[src/hw/rtl/jbc_pkg.sv]
// Package for the jitter buffer controller: codes, config record, defaults.
package jbc_pkg;

  localparam int MAX_SLOTS_DEF  = 16;
  localparam int SUB_BLOCKS_DEF = 2;

  localparam logic [4:0]  SLOT_COUNT_RST   = 5'd7;
  localparam logic [4:0]  PREFILL_RST      = 5'd3;
  localparam logic [15:0] PERIOD_RST       = 16'd2902;
  localparam logic [15:0] TIMEOUT_RST      = 16'd1000;

  // reciprocals of 3 for 16-bit and 18-bit dividends
  localparam logic [32:0] RECIP3_16 = 33'd43691;
  localparam int          SHIFT3_16 = 17;
  localparam logic [35:0] RECIP3_18 = 36'd174763;
  localparam int          SHIFT3_18 = 19;

  typedef enum logic [1:0] {
    REG_SLOT_COUNT = 2'd0,
    REG_PREFILL    = 2'd1,
    REG_PERIOD     = 2'd2,
    REG_TIMEOUT    = 2'd3
  } reg_idx_t;

  typedef enum logic [1:0] {
    CMD_PACKET = 2'd0,
    CMD_TICK   = 2'd1,
    CMD_START  = 2'd2,
    CMD_STOP   = 2'd3
  } cmd_t;

  typedef enum logic [1:0] {
    MODE_STOPPED    = 2'd0,
    MODE_SYNCING    = 2'd1,
    MODE_PLAYING    = 2'd2,
    MODE_RECOVERING = 2'd3
  } mode_t;

  typedef enum logic [2:0] {
    ACT_STORE   = 3'd0,
    ACT_FILLER  = 3'd1,
    ACT_PLAY    = 3'd2,
    ACT_SILENCE = 3'd3,
    ACT_LATE    = 3'd4,
    ACT_EARLY   = 3'd5,
    ACT_IGNORED = 3'd6
  } act_t;

  typedef enum logic [2:0] {
    ST_IDLE,
    ST_NORM,
    ST_RDA,
    ST_RDB,
    ST_CALC,
    ST_PLAN,
    ST_EMIT
  } st_t;

  typedef struct packed {
    logic [4:0]  slot_count;
    logic [4:0]  prefill_level;
    logic [15:0] period_us;
    logic [15:0] timeout_ms;
    logic [15:0] gap_lo;
    logic [16:0] gap_hi;
  } cfg_t;

endpackage

[src/hw/rtl/jbc_cfg.sv]
// APB register bank with the derived arrival gap window.
module jbc_cfg (
  input  logic         clk,
  input  logic         rst,
  input  logic         psel,
  input  logic         penable,
  input  logic         pwrite,
  input  logic [3:0]   paddr,
  input  logic [31:0]  pwdata,
  output logic [31:0]  prdata,
  output logic         pready,
  output jbc_pkg::cfg_t cfg
);
  import jbc_pkg::*;

  logic [4:0]  slot_count;
  logic [4:0]  prefill_level;
  logic [15:0] period_us;
  logic [15:0] timeout_ms;
  logic [15:0] gap_lo;
  logic [16:0] gap_hi;
  logic [32:0] prod_lo;
  logic [35:0] prod_hi;
  logic        wr_en;
  reg_idx_t    idx;

  assign pready = 1'b1;
  assign wr_en  = psel && penable && pwrite;
  assign idx    = reg_idx_t'(paddr[3:2]);

  always_ff @(posedge clk) begin
    if (rst) begin
      slot_count    <= SLOT_COUNT_RST;
      prefill_level <= PREFILL_RST;
      period_us     <= PERIOD_RST;
      timeout_ms    <= TIMEOUT_RST;
    end else if (wr_en) begin
      unique case (idx)
        REG_SLOT_COUNT: slot_count    <= pwdata[4:0];
        REG_PREFILL:    prefill_level <= pwdata[4:0];
        REG_PERIOD:     period_us     <= pwdata[15:0];
        REG_TIMEOUT:    timeout_ms    <= pwdata[15:0];
        default: ;
      endcase
    end
  end

  always_comb begin
    unique case (idx)
      REG_SLOT_COUNT: prdata = {27'd0, slot_count};
      REG_PREFILL:    prdata = {27'd0, prefill_level};
      REG_PERIOD:     prdata = {16'd0, period_us};
      REG_TIMEOUT:    prdata = {16'd0, timeout_ms};
      default:        prdata = 32'd0;
    endcase
  end

  assign prod_lo = 33'(period_us) * RECIP3_16;
  assign prod_hi = 36'({period_us, 2'b00}) * RECIP3_18;

  always_ff @(posedge clk) begin
    gap_lo <= 16'(prod_lo >> SHIFT3_16);
    gap_hi <= 17'(prod_hi >> SHIFT3_18);
  end

  always_comb begin
    cfg.slot_count    = slot_count;
    cfg.prefill_level = prefill_level;
    cfg.period_us     = period_us;
    cfg.timeout_ms    = timeout_ms;
    cfg.gap_lo        = gap_lo;
    cfg.gap_hi        = gap_hi;
  end

endmodule

[src/hw/rtl/jbc_slot_mem.sv]
// Slot memory: seqno and arrival time per slot, registered read.
module jbc_slot_mem #(
  parameter int DEPTH = jbc_pkg::MAX_SLOTS_DEF,
  parameter int AW    = $clog2(DEPTH)
) (
  input  logic          clk,
  input  logic          rst,
  input  logic [AW-1:0] raddr,
  output logic [31:0]   rseq,
  output logic [31:0]   rarr,
  input  logic          we_seq,
  input  logic          we_arr,
  input  logic [AW-1:0] waddr,
  input  logic [31:0]   wseq,
  input  logic [31:0]   warr
);
  logic [31:0]      seq_mem [DEPTH];
  logic [31:0]      arr_mem [DEPTH];
  logic [DEPTH-1:0] seq_vld;
  logic [DEPTH-1:0] arr_vld;

  always_ff @(posedge clk) begin
    if (rst) begin
      seq_vld <= '0;
      arr_vld <= '0;
    end else begin
      if (we_seq) seq_vld[waddr] <= 1'b1;
      if (we_arr) arr_vld[waddr] <= 1'b1;
    end
  end

  always_ff @(posedge clk) begin
    if (we_seq) seq_mem[waddr] <= wseq;
    if (we_arr) arr_mem[waddr] <= warr;
    rseq <= seq_vld[raddr] ? seq_mem[raddr] : 32'd0;
    rarr <= arr_vld[raddr] ? arr_mem[raddr] : 32'd0;
  end

endmodule

[src/hw/rtl/audio_jitter_buffer_controller.sv]
// Top level: jitter buffer slot sequencer with config bank and slot memory.
//
//  channel  | handshake                     | beat
//  ---------+-------------------------------+---------------------------------
//  command  | start && !busy                | cmd, seqno, now_us, now_ms
//  result   | done (one cycle, no stall)    | action .. recover_fail_total, last
//  config   | psel && penable && pwrite     | paddr, pwdata (pready tied high)
//
//  An item passes through k pointer reductions after a slot count change (one
//  subtract per cycle), two slot memory reads on the single read port, a
//  compare and a plan step, then one result per cycle for f fillers and the
//  final result. busy stays high until the last beat is issued. Reset clears
//  control state and the slot valid bits at once.
//  Results cannot be stalled.
module audio_jitter_buffer_controller #(
  parameter int MAX_SLOTS  = jbc_pkg::MAX_SLOTS_DEF,
  parameter int SUB_BLOCKS = jbc_pkg::SUB_BLOCKS_DEF
) (
  input  logic        clk,
  input  logic        rst,
  input  logic        start,
  output logic        busy,
  input  logic [1:0]  cmd,
  input  logic [31:0] seqno,
  input  logic [31:0] now_us,
  input  logic [31:0] now_ms,
  output logic        done,
  output logic [2:0]  action,
  output logic [3:0]  slot,
  output logic [2:0]  sub_block,
  output logic [1:0]  mode,
  output logic [3:0]  queue_length,
  output logic [31:0] late_total,
  output logic [31:0] early_total,
  output logic [31:0] recover_ok_total,
  output logic [31:0] recover_fail_total,
  output logic        last,
  input  logic        psel,
  input  logic        penable,
  input  logic        pwrite,
  input  logic [3:0]  paddr,
  input  logic [31:0] pwdata,
  output logic [31:0] prdata,
  output logic        pready
);
  import jbc_pkg::*;

  localparam int PW  = $clog2(MAX_SLOTS);
  localparam int SW  = PW + 1;
  localparam int SBW = (SUB_BLOCKS > 1) ? $clog2(SUB_BLOCKS) : 1;

  cfg_t cfg;

  st_t state, state_next;

  logic [SW-1:0]  n_slots;
  logic [PW-1:0]  wr_ptr, rd_ptr, wr_ptr_next, rd_ptr_next;
  logic [SBW-1:0] sbi, sbi_next;
  mode_t          play_state, play_state_next;
  logic [31:0]    late_cnt, early_cnt, ok_cnt, fail_cnt;
  logic [31:0]    late_cnt_next, early_cnt_next, ok_cnt_next, fail_cnt_next;
  logic [31:0]    rec_start, rec_start_next;

  cmd_t           cmd_r;
  logic [31:0]    seq_r, now_us_r, now_ms_r;

  logic [31:0]    seq_a, seq_b;
  logic [PW-1:0]  ql, dlt;
  logic           is_late, is_early, cont, tmo;

  logic [PW-1:0]  nfill, nfill_next, cnt, cur, cur_next;
  logic [31:0]    fseq, fseq_next;
  act_t           fin_act, fin_act_next;
  logic [PW-1:0]  fin_slot, fin_slot_next;
  logic [SBW-1:0] fin_sb, fin_sb_next;
  logic           fin_wes, fin_wes_next, fin_wea, fin_wea_next;
  logic [31:0]    fin_wseq, fin_wseq_next;

  logic [PW-1:0]  raddr, waddr;
  logic [31:0]    rseq, rarr, wseq;
  logic           we_seq, we_arr;

  logic [31:0]    dseq, gap, since;
  logic [PW-1:0]  wr_prev;

  function automatic logic [PW-1:0] wrap(input logic [SW-1:0] s, input logic [SW-1:0] n);
    wrap = (s >= n) ? PW'(s - n) : PW'(s);
  endfunction

  function automatic logic [PW-1:0] nxt(input logic [PW-1:0] p, input logic [SW-1:0] n);
    nxt = wrap(SW'(p) + SW'(1), n);
  endfunction

  function automatic logic [PW-1:0] qlen(input logic [PW-1:0] w, input logic [PW-1:0] r,
                                         input logic [SW-1:0] n);
    qlen = (w >= r) ? PW'(w - r) : PW'(SW'(w) + n - SW'(r));
  endfunction

  jbc_cfg u_cfg (
    .clk, .rst, .psel, .penable, .pwrite, .paddr, .pwdata, .prdata, .pready, .cfg
  );

  jbc_slot_mem #(.DEPTH(MAX_SLOTS), .AW(PW)) u_mem (
    .clk, .rst, .raddr, .rseq, .rarr, .we_seq, .we_arr, .waddr, .wseq, .warr(now_us_r)
  );

  always_ff @(posedge clk) begin
    if (32'(cfg.slot_count) < 2) n_slots <= SW'(2);
    else if (32'(cfg.slot_count) > MAX_SLOTS) n_slots <= SW'(MAX_SLOTS);
    else n_slots <= SW'(cfg.slot_count);
  end

  assign busy    = (state != ST_IDLE);
  assign wr_prev = (wr_ptr == '0) ? PW'(n_slots - SW'(1)) : PW'(wr_ptr - PW'(1));

  // next state
  always_comb begin
    state_next = state;
    unique case (state)
      ST_IDLE: if (start) state_next = ST_NORM;
      ST_NORM: if (SW'(wr_ptr) < n_slots && SW'(rd_ptr) < n_slots) state_next = ST_RDA;
      ST_RDA:  state_next = ST_RDB;
      ST_RDB:  state_next = ST_CALC;
      ST_CALC: state_next = ST_PLAN;
      ST_PLAN: state_next = ST_EMIT;
      ST_EMIT: if (cnt == nfill) state_next = ST_IDLE;
      default: state_next = ST_IDLE;
    endcase
  end

  // memory port control
  always_comb begin
    raddr  = (state == ST_RDA) ? rd_ptr : wr_prev;
    we_seq = 1'b0;
    we_arr = 1'b0;
    waddr  = cur;
    wseq   = fseq;
    unique case (state)
      ST_EMIT: begin
        if (cnt != nfill) begin
          we_seq = 1'b1;
          we_arr = 1'b1;
        end else begin
          we_seq = fin_wes;
          we_arr = fin_wea;
          waddr  = fin_slot;
          wseq   = fin_wseq;
        end
      end
      default: ;
    endcase
  end

  assign dseq  = seq_r - seq_a;
  assign gap   = now_us_r - rarr;
  assign since = now_ms_r - rec_start;

  // plan the item's effect
  always_comb begin
    logic [SW-1:0] s;
    logic [PW-1:0] dst;
    logic [SBW-1:0] sb_inc;
    play_state_next = play_state;
    wr_ptr_next     = wr_ptr;
    rd_ptr_next     = rd_ptr;
    sbi_next        = sbi;
    late_cnt_next   = late_cnt;
    early_cnt_next  = early_cnt;
    ok_cnt_next     = ok_cnt;
    fail_cnt_next   = fail_cnt;
    rec_start_next  = rec_start;
    nfill_next      = '0;
    cur_next        = wr_ptr;
    fseq_next       = seq_b + 32'd1;
    fin_act_next    = ACT_IGNORED;
    fin_slot_next   = '0;
    fin_sb_next     = '0;
    fin_wes_next    = 1'b0;
    fin_wea_next    = 1'b0;
    fin_wseq_next   = seq_r;
    s               = '0;
    dst             = '0;
    sb_inc = (32'(sbi) == SUB_BLOCKS - 1) ? '0 : SBW'(sbi + SBW'(1));
    case (cmd_r)
      CMD_START: begin
        if (play_state == MODE_STOPPED) play_state_next = MODE_SYNCING;
      end
      CMD_STOP: begin
        if (play_state != MODE_STOPPED) begin
          play_state_next = MODE_STOPPED;
          sbi_next        = '0;
          late_cnt_next   = '0;
          early_cnt_next  = '0;
          ok_cnt_next     = '0;
          fail_cnt_next   = '0;
        end
      end
      CMD_PACKET: begin
        case (play_state)
          MODE_STOPPED: ;
          MODE_SYNCING: begin
            fin_act_next  = ACT_STORE;
            fin_slot_next = wr_ptr;
            fin_wes_next  = 1'b1;
            fin_wea_next  = 1'b1;
            if (wr_ptr != rd_ptr) begin
              if (cont) begin
                if (SW'(ql) == SW'(cfg.prefill_level)) play_state_next = MODE_PLAYING;
              end else begin
                rd_ptr_next = wr_ptr;
              end
            end
            wr_ptr_next = nxt(wr_ptr, n_slots);
          end
          default: begin
            if (is_late) begin
              late_cnt_next = late_cnt + 32'd1;
              fin_act_next  = ACT_LATE;
            end else if (is_early) begin
              early_cnt_next = early_cnt + 32'd1;
              fin_act_next   = ACT_EARLY;
            end else begin
              if (dlt >= ql) begin
                nfill_next  = PW'(dlt - ql);
                s           = SW'(wr_ptr) + SW'(nfill_next);
                dst         = wrap(s, n_slots);
                wr_ptr_next = nxt(dst, n_slots);
              end else begin
                s   = SW'(rd_ptr) + SW'(dlt);
                dst = wrap(s, n_slots);
              end
              fin_act_next  = ACT_STORE;
              fin_slot_next = dst;
              fin_wes_next  = 1'b1;
              fin_wea_next  = 1'b1;
              if (play_state == MODE_RECOVERING &&
                  SW'(qlen(wr_ptr_next, rd_ptr, n_slots)) == SW'(cfg.prefill_level)) begin
                play_state_next = MODE_PLAYING;
                ok_cnt_next     = ok_cnt + 32'd1;
              end
            end
          end
        endcase
      end
      default: begin
        case (play_state)
          MODE_PLAYING: begin
            fin_act_next  = ACT_PLAY;
            fin_slot_next = rd_ptr;
            fin_sb_next   = sbi;
            sbi_next      = sb_inc;
            if (sb_inc == '0) begin
              if (rd_ptr != wr_ptr) begin
                rd_ptr_next = nxt(rd_ptr, n_slots);
              end else begin
                play_state_next = MODE_RECOVERING;
                rec_start_next  = now_ms_r;
              end
            end
          end
          MODE_RECOVERING: begin
            fin_act_next  = ACT_SILENCE;
            fin_slot_next = rd_ptr;
            fin_sb_next   = sbi;
            sbi_next      = sb_inc;
            fin_wseq_next = seq_a + 32'd1;
            if (sb_inc == '0) begin
              if (tmo) begin
                play_state_next = MODE_SYNCING;
                fail_cnt_next   = fail_cnt + 32'd1;
              end else begin
                fin_wes_next = 1'b1;
              end
            end
          end
          default: ;
        endcase
      end
    endcase
  end

  always_ff @(posedge clk) begin
    if (rst) begin
      state      <= ST_IDLE;
      play_state <= MODE_STOPPED;
      wr_ptr     <= '0;
      rd_ptr     <= '0;
      sbi        <= '0;
      late_cnt   <= '0;
      early_cnt  <= '0;
      ok_cnt     <= '0;
      fail_cnt   <= '0;
      rec_start  <= '0;
      done       <= 1'b0;
      last       <= 1'b0;
    end else begin
      state <= state_next;
      done  <= (state == ST_EMIT);
      last  <= (state == ST_EMIT) && (cnt == nfill);
      unique case (state)
        ST_NORM: begin
          if (SW'(wr_ptr) >= n_slots) wr_ptr <= PW'(SW'(wr_ptr) - n_slots);
          else if (SW'(rd_ptr) >= n_slots) rd_ptr <= PW'(SW'(rd_ptr) - n_slots);
        end
        ST_PLAN: begin
          play_state <= play_state_next;
          wr_ptr     <= wr_ptr_next;
          rd_ptr     <= rd_ptr_next;
          sbi        <= sbi_next;
          late_cnt   <= late_cnt_next;
          early_cnt  <= early_cnt_next;
          ok_cnt     <= ok_cnt_next;
          fail_cnt   <= fail_cnt_next;
          rec_start  <= rec_start_next;
        end
        default: ;
      endcase
    end
  end

  // payload and working registers
  always_ff @(posedge clk) begin
    if (state == ST_IDLE && start) begin
      cmd_r    <= cmd_t'(cmd);
      seq_r    <= seqno;
      now_us_r <= now_us;
      now_ms_r <= now_ms;
    end
    if (state == ST_RDB) seq_a <= rseq;
    if (state == ST_CALC) begin
      seq_b    <= rseq;
      ql       <= qlen(wr_ptr, rd_ptr, n_slots);
      dlt      <= PW'(dseq);
      is_late  <= (dseq == 32'd0);
      is_early <= (dseq > 32'(n_slots - SW'(1)));
      cont     <= (rseq + 32'd1 == seq_r) && (gap >= 32'(cfg.gap_lo)) &&
                  (gap <= 32'(cfg.gap_hi));
      tmo      <= (since > 32'(cfg.timeout_ms));
    end
    if (state == ST_PLAN) begin
      nfill    <= nfill_next;
      cur      <= cur_next;
      fseq     <= fseq_next;
      cnt      <= '0;
      fin_act  <= fin_act_next;
      fin_slot <= fin_slot_next;
      fin_sb   <= fin_sb_next;
      fin_wes  <= fin_wes_next;
      fin_wea  <= fin_wea_next;
      fin_wseq <= fin_wseq_next;
    end
    if (state == ST_EMIT) begin
      mode               <= play_state;
      queue_length       <= 4'(qlen(wr_ptr, rd_ptr, n_slots));
      late_total         <= late_cnt;
      early_total        <= early_cnt;
      recover_ok_total   <= ok_cnt;
      recover_fail_total <= fail_cnt;
      if (cnt != nfill) begin
        action    <= ACT_FILLER;
        slot      <= 4'(cur);
        sub_block <= 3'd0;
        cur       <= nxt(cur, n_slots);
        fseq      <= fseq + 32'd1;
        cnt       <= cnt + PW'(1);
      end else begin
        action    <= fin_act;
        slot      <= 4'(fin_slot);
        sub_block <= 3'(fin_sb);
      end
    end
  end

  a_last_ends_item: assert property (@(posedge clk) disable iff (rst)
    (state == ST_EMIT && cnt == nfill) |=> (done && last && state == ST_IDLE))
    else $error("final beat did not close the item");

  a_ptrs_in_range: assert property (@(posedge clk) disable iff (rst)
    (state == ST_RDA) |-> (SW'(wr_ptr) < n_slots && SW'(rd_ptr) < n_slots))
    else $error("pointer out of range after reduction");

  a_accept_starts: assert property (@(posedge clk) disable iff (rst)
    (start && !busy) |=> (state == ST_NORM && !done))
    else $error("accepted command did not start the sequencer");

  a_fill_bound: assert property (@(posedge clk) disable iff (rst)
    (state == ST_EMIT) |-> (SW'(nfill) < n_slots && cnt <= nfill))
    else $error("filler count beyond the ring");

endmodule
[config.mk]
export PLATFORM = sky130hd
export DESIGN_NAME = audio_jitter_buffer_controller
export DESIGN_NICKNAME = d
export VERILOG_FILES = /design/src/hw/rtl/jbc_pkg.sv /design/src/hw/rtl/jbc_cfg.sv /design/src/hw/rtl/jbc_slot_mem.sv /design/src/hw/rtl/audio_jitter_buffer_controller.sv
export SDC_FILE = /design/constraint.sdc
export NUM_CORES = 2
export LEC_CHECK = 0
export ABC_AREA = 1
export ABC_CLOCK_PERIOD_IN_PS = 11000
export BUFFER_PORTS_ARGS = -buffer_cell sky130_fd_sc_hd__buf_2
export CAP_MARGIN = 20
export CORE_MARGIN = 2
export CORE_UTILIZATION = 25
export CTS_BUF_LIST = sky130_fd_sc_hd__clkbuf_8 sky130_fd_sc_hd__clkbuf_16
export CTS_CLUSTER_DIAMETER = 80
export CTS_CLUSTER_SIZE = 40
export DETAILED_ROUTE_END_ITERATION = 10
export SYNTH_ARGS = -nofsm -noshare
export SYNTH_HDL_FRONTEND = slang
export SYNTH_SLANG_ARGS = --single-unit
[constraint.sdc]
create_clock -name clk -period 11 [get_ports clk]
set_clock_uncertainty 0.1 [all_clocks]
set_input_delay 2.2 -clock clk [delete_from_list [all_inputs] [get_ports clk]]
set_output_delay 2.2 -clock clk [all_outputs]
set_load 0.005 [all_outputs]
==> run_results.csv <==
group,metric,value,unit
routing,wl_per_cell,18.1,microns
placement,place_congestion,0.901,
critical_path,slowest_stage,"fa_1",
cells_and_area,top_regs,"u_mem.arr_mem (512), u_mem.seq_mem (512)",
synthesis,synth-main-ff-cell,"edfxtp_1",
die,dieArea,0.358,sq mm
power_and_ir_drop,max-vdd-ir-drop,0.134,mV
critical_path,max_stage_delay,0.56,ns
critical_path,ff2ff_setup_slack,2.67,ns
worst_hold_path,hp-start,"early_cnt[13]$_SDFFE_PP0P_",
clock_network,cts_tree,"built",
power_and_ir_drop,swShare,0.351,
synthesis,yosys.area.top_type_share,0.471,
die,row_count,218,
synthesis,avgSynthCellArea,10.3,sq um
die,die_y,598,microns
clock_network,htree_levels,3,
timing,relSlewSlack,0.196,
synthesis,yosysSeqAreaShare,0.560,
synthesis,yosys_warnings,0,
clock_network,clk_pin_slew,0.12,ns
clock_network,post_cts_resized,0,
power_and_ir_drop,power_density,175,mW/mm^2
clock_network,cts_root_buffer,"clkbuf_16",
grt,grt_pass1_vias,59271,
grt,grt_max_degree,213,
critical_path,worst_ep_arrival_time,8.95,ns
timing,fin_hold_ws,0.347,ns
routing,vias,62147,
outcome,status,"completed",
clock_network,max-clock-path-buffers,3,
cells_and_area,final_util,0.283,
timing,worstMarginPinSlew,1.21,ns
cells_and_area,nets,9529,
clock_network,clock_latency,0.84,ns
power_and_ir_drop,p_comb_frac,0.270,
grt,antenna_found_initial,16,
job,drv_cap,0,
critical_path,worstSetupPathType,"flip-flop to flip-flop",
clock_network,hold_buffers,0,
timing,finalCritPeriodShare,0.757,
routing,first_iter_violations,5736,
grt,track_usage,0.133,
routing,vias_per_cell,4.58,
timing,final-hold-violation-count,0,
routing,drt_pass1_iterations,6,
critical_path,start_kind,"flip-flop",
synthesis,ys_ff_latch,1777,
timing,setup_tns,0,ns
power_and_ir_drop,p_int,0.0113,W
critical_path,required,11.62,ns
cells_and_area,layout-drive-gt1-share,0.0763,
synthesis,ys_async_sr_fraction,0,
worst_hold_path,min-delay-path-class,"flip-flop to flip-flop",
timing,fin_crit,8.33,ns
power_and_ir_drop,p_leak,36.7,nW
synthesis,synth.distinct_cells,72,
clock_network,cts_made_buffers,91,
synthesis,ys_top_cells_by_area,"edfxtp_1, dfxtp_1, ha_1",
clock_network,numClockSinks,1777,
power_and_ir_drop,clkPwrFrac,0.264,
power_and_ir_drop,p_switching,0.00611,W
routing,post-route-drc-count,0,
synthesis,syn_inst,8539,
synthesis,synth.largest_area_cell,"edfxtp_1",
critical_path,cp_max_fo,33,
critical_path,end_kind,"flip-flop",
cells_and_area,synthToLayoutAreaGrowth,12.8,%
placement,numPortBuffers,282,
die,initial_core_util,0.251,
placement,place_inst,13359,
synthesis,syn_area,0.0883,sq mm
power_and_ir_drop,p_total,0.0174,W
die,core_area,0.352,sq mm
routing,postRouteWirelength,246000,microns
timing,setup_viol,0,
critical_path,worstSetupStartpoint,"dlt[0]$_DFFE_PP_",
routing,detail-route-antenna-nets,0,
die,ios,320,
timing,slew_viol_final,0,
grt,grt_overflow,0,
critical_path,reg2reg_from,"dlt[0]$_DFFE_PP_",
clock_network,postCtsSetupRepairBufs,0,
power_and_ir_drop,power_frac_seq,0.466,
timing,rsz0062_at_grt,"no",
timing,max_freq,120,MHz
synthesis,synth-edff-count,1386,
grt,grt_pass1_wl,368000,microns
critical_path,crit_top_cell,"nand2_1",
cells_and_area,stdcell_count,13561,
placement,hpwlAfterDp,160000,microns
die,die_w,598,microns
==> per-stage QoR <==
step	setup WS (ns)	cell area [sq um]
2_1_floorplan	0.476	88400
3_3_place_gp	2.65	95700
3_5_place_dp	2.72	95700
4_1_cts	2.72	99600
5_1_grt	1.67	99700
6_report	2.67	99700
==> cells in the final DEF, fill, tap and decap left out, types with 55 or more instances in the layout <==
cell       instances
a211oi_1          55
a21oi_1          400
buf_2            281
buf_4            109
clkbuf_16         92
dfxtp_1          391
edfxtp_1        1386
fa_1             179
ha_1             487
inv_1            986
nand2_1          884
nand3_1          197
nand4_1           76
nor2_1          1116
nor3_1           117
o21ai_0          988
o221ai_1         127
o22ai_1          182
xnor2_1           88
xor2_1           181
==> worst paths after layout <==
check | depth (start not counted) | to
max | 46 | ok_cnt[16]$_SDFFE_PP0P_
min | 0 | early_total[13]$_DFFE_PP_
max reg2reg | 46 | ok_cnt[16]$_SDFFE_PP0P_
min reg2reg | 0 | early_total[13]$_DFFE_PP_
==> layer usage <==
metal	global-route usage	up-vias	part of all wire
met5	0	-	0.00011
met4	0.0384	4	0.030
met3	0.0135	265	0.051
met2	0.223	1696	0.47
met1	0.183	30157	0.45
li1	-	30025	-
==> layout make-up <==
type / count / area [sq um]
Antenna cell: 29 / 72.6
Clock buffer: 92 / 2300
Clock inverter: 80 / 1580
Fill cell: 36590 / 252000
Inverter: 998 / 3760
Multi-Input combinational cell: 5457 / 34200
Sequential cell: 1777 / 49400
Tap cell: 4730 / 5920
Timing Repair Buffer: 398 / 2350
==> cells by family after synthesis <==
family                     Yosys count  synth area share
DFF                               1777             0.560
AOI/OAI and AO/OA                 1960             0.127
xor gates and xnor gates           271            0.0272
and+or+nand+nor                   2534             0.119
other                                2         0.0000850
buffers and inverters             1322            0.0574
adders and majority gates          666             0.110
muxes                                7          0.000807
==> critical path: cells and delay by family, from the launching register on <==
kind                     cells  cell delay [ns]
adder cells (fa/ha/maj)      8             2.89
AO/OA/AOI/OAI                9             1.74
AND/OR/NAND/NOR             17             1.54
buffers and inverters       10             1.16
XOR/XNOR                     2             0.41
flip-flops                   1             0.41
==> power groups by stage <==
stage / registers, W / logic, W / clock network (W)
after floorplan: 0.00815 / 0.00328 / 0
after global placement: 0.00825 / 0.00462 / 0
after detailed placement: 0.00825 / 0.00468 / 0
after CTS: 0.00810 / 0.00471 / 0.00471
after global routing: 0.00814 / 0.00535 / 0.00494
final: 0.00810 / 0.00470 / 0.00459
==> Yosys cell counts (all sizes together) (10+ instances only) <==
master and n:
buf 57, o21ai 1001, edfxtp 1386, nand3 199
nor3 123, clkbuf 267, nor2 1164, o211ai 41
a211oi 55, dfxtp 391, a21oi 400, xnor2 88
o22ai 182, nor4 39, o21a 46, inv 993
a221oi 18, a31oi 31, nand4 76, o21bai 10
fa 179, nand2 891, ha 487, o221ai 127
or2 18, xor2 181
No activity file was read; power rests on OpenSTA's default activity.
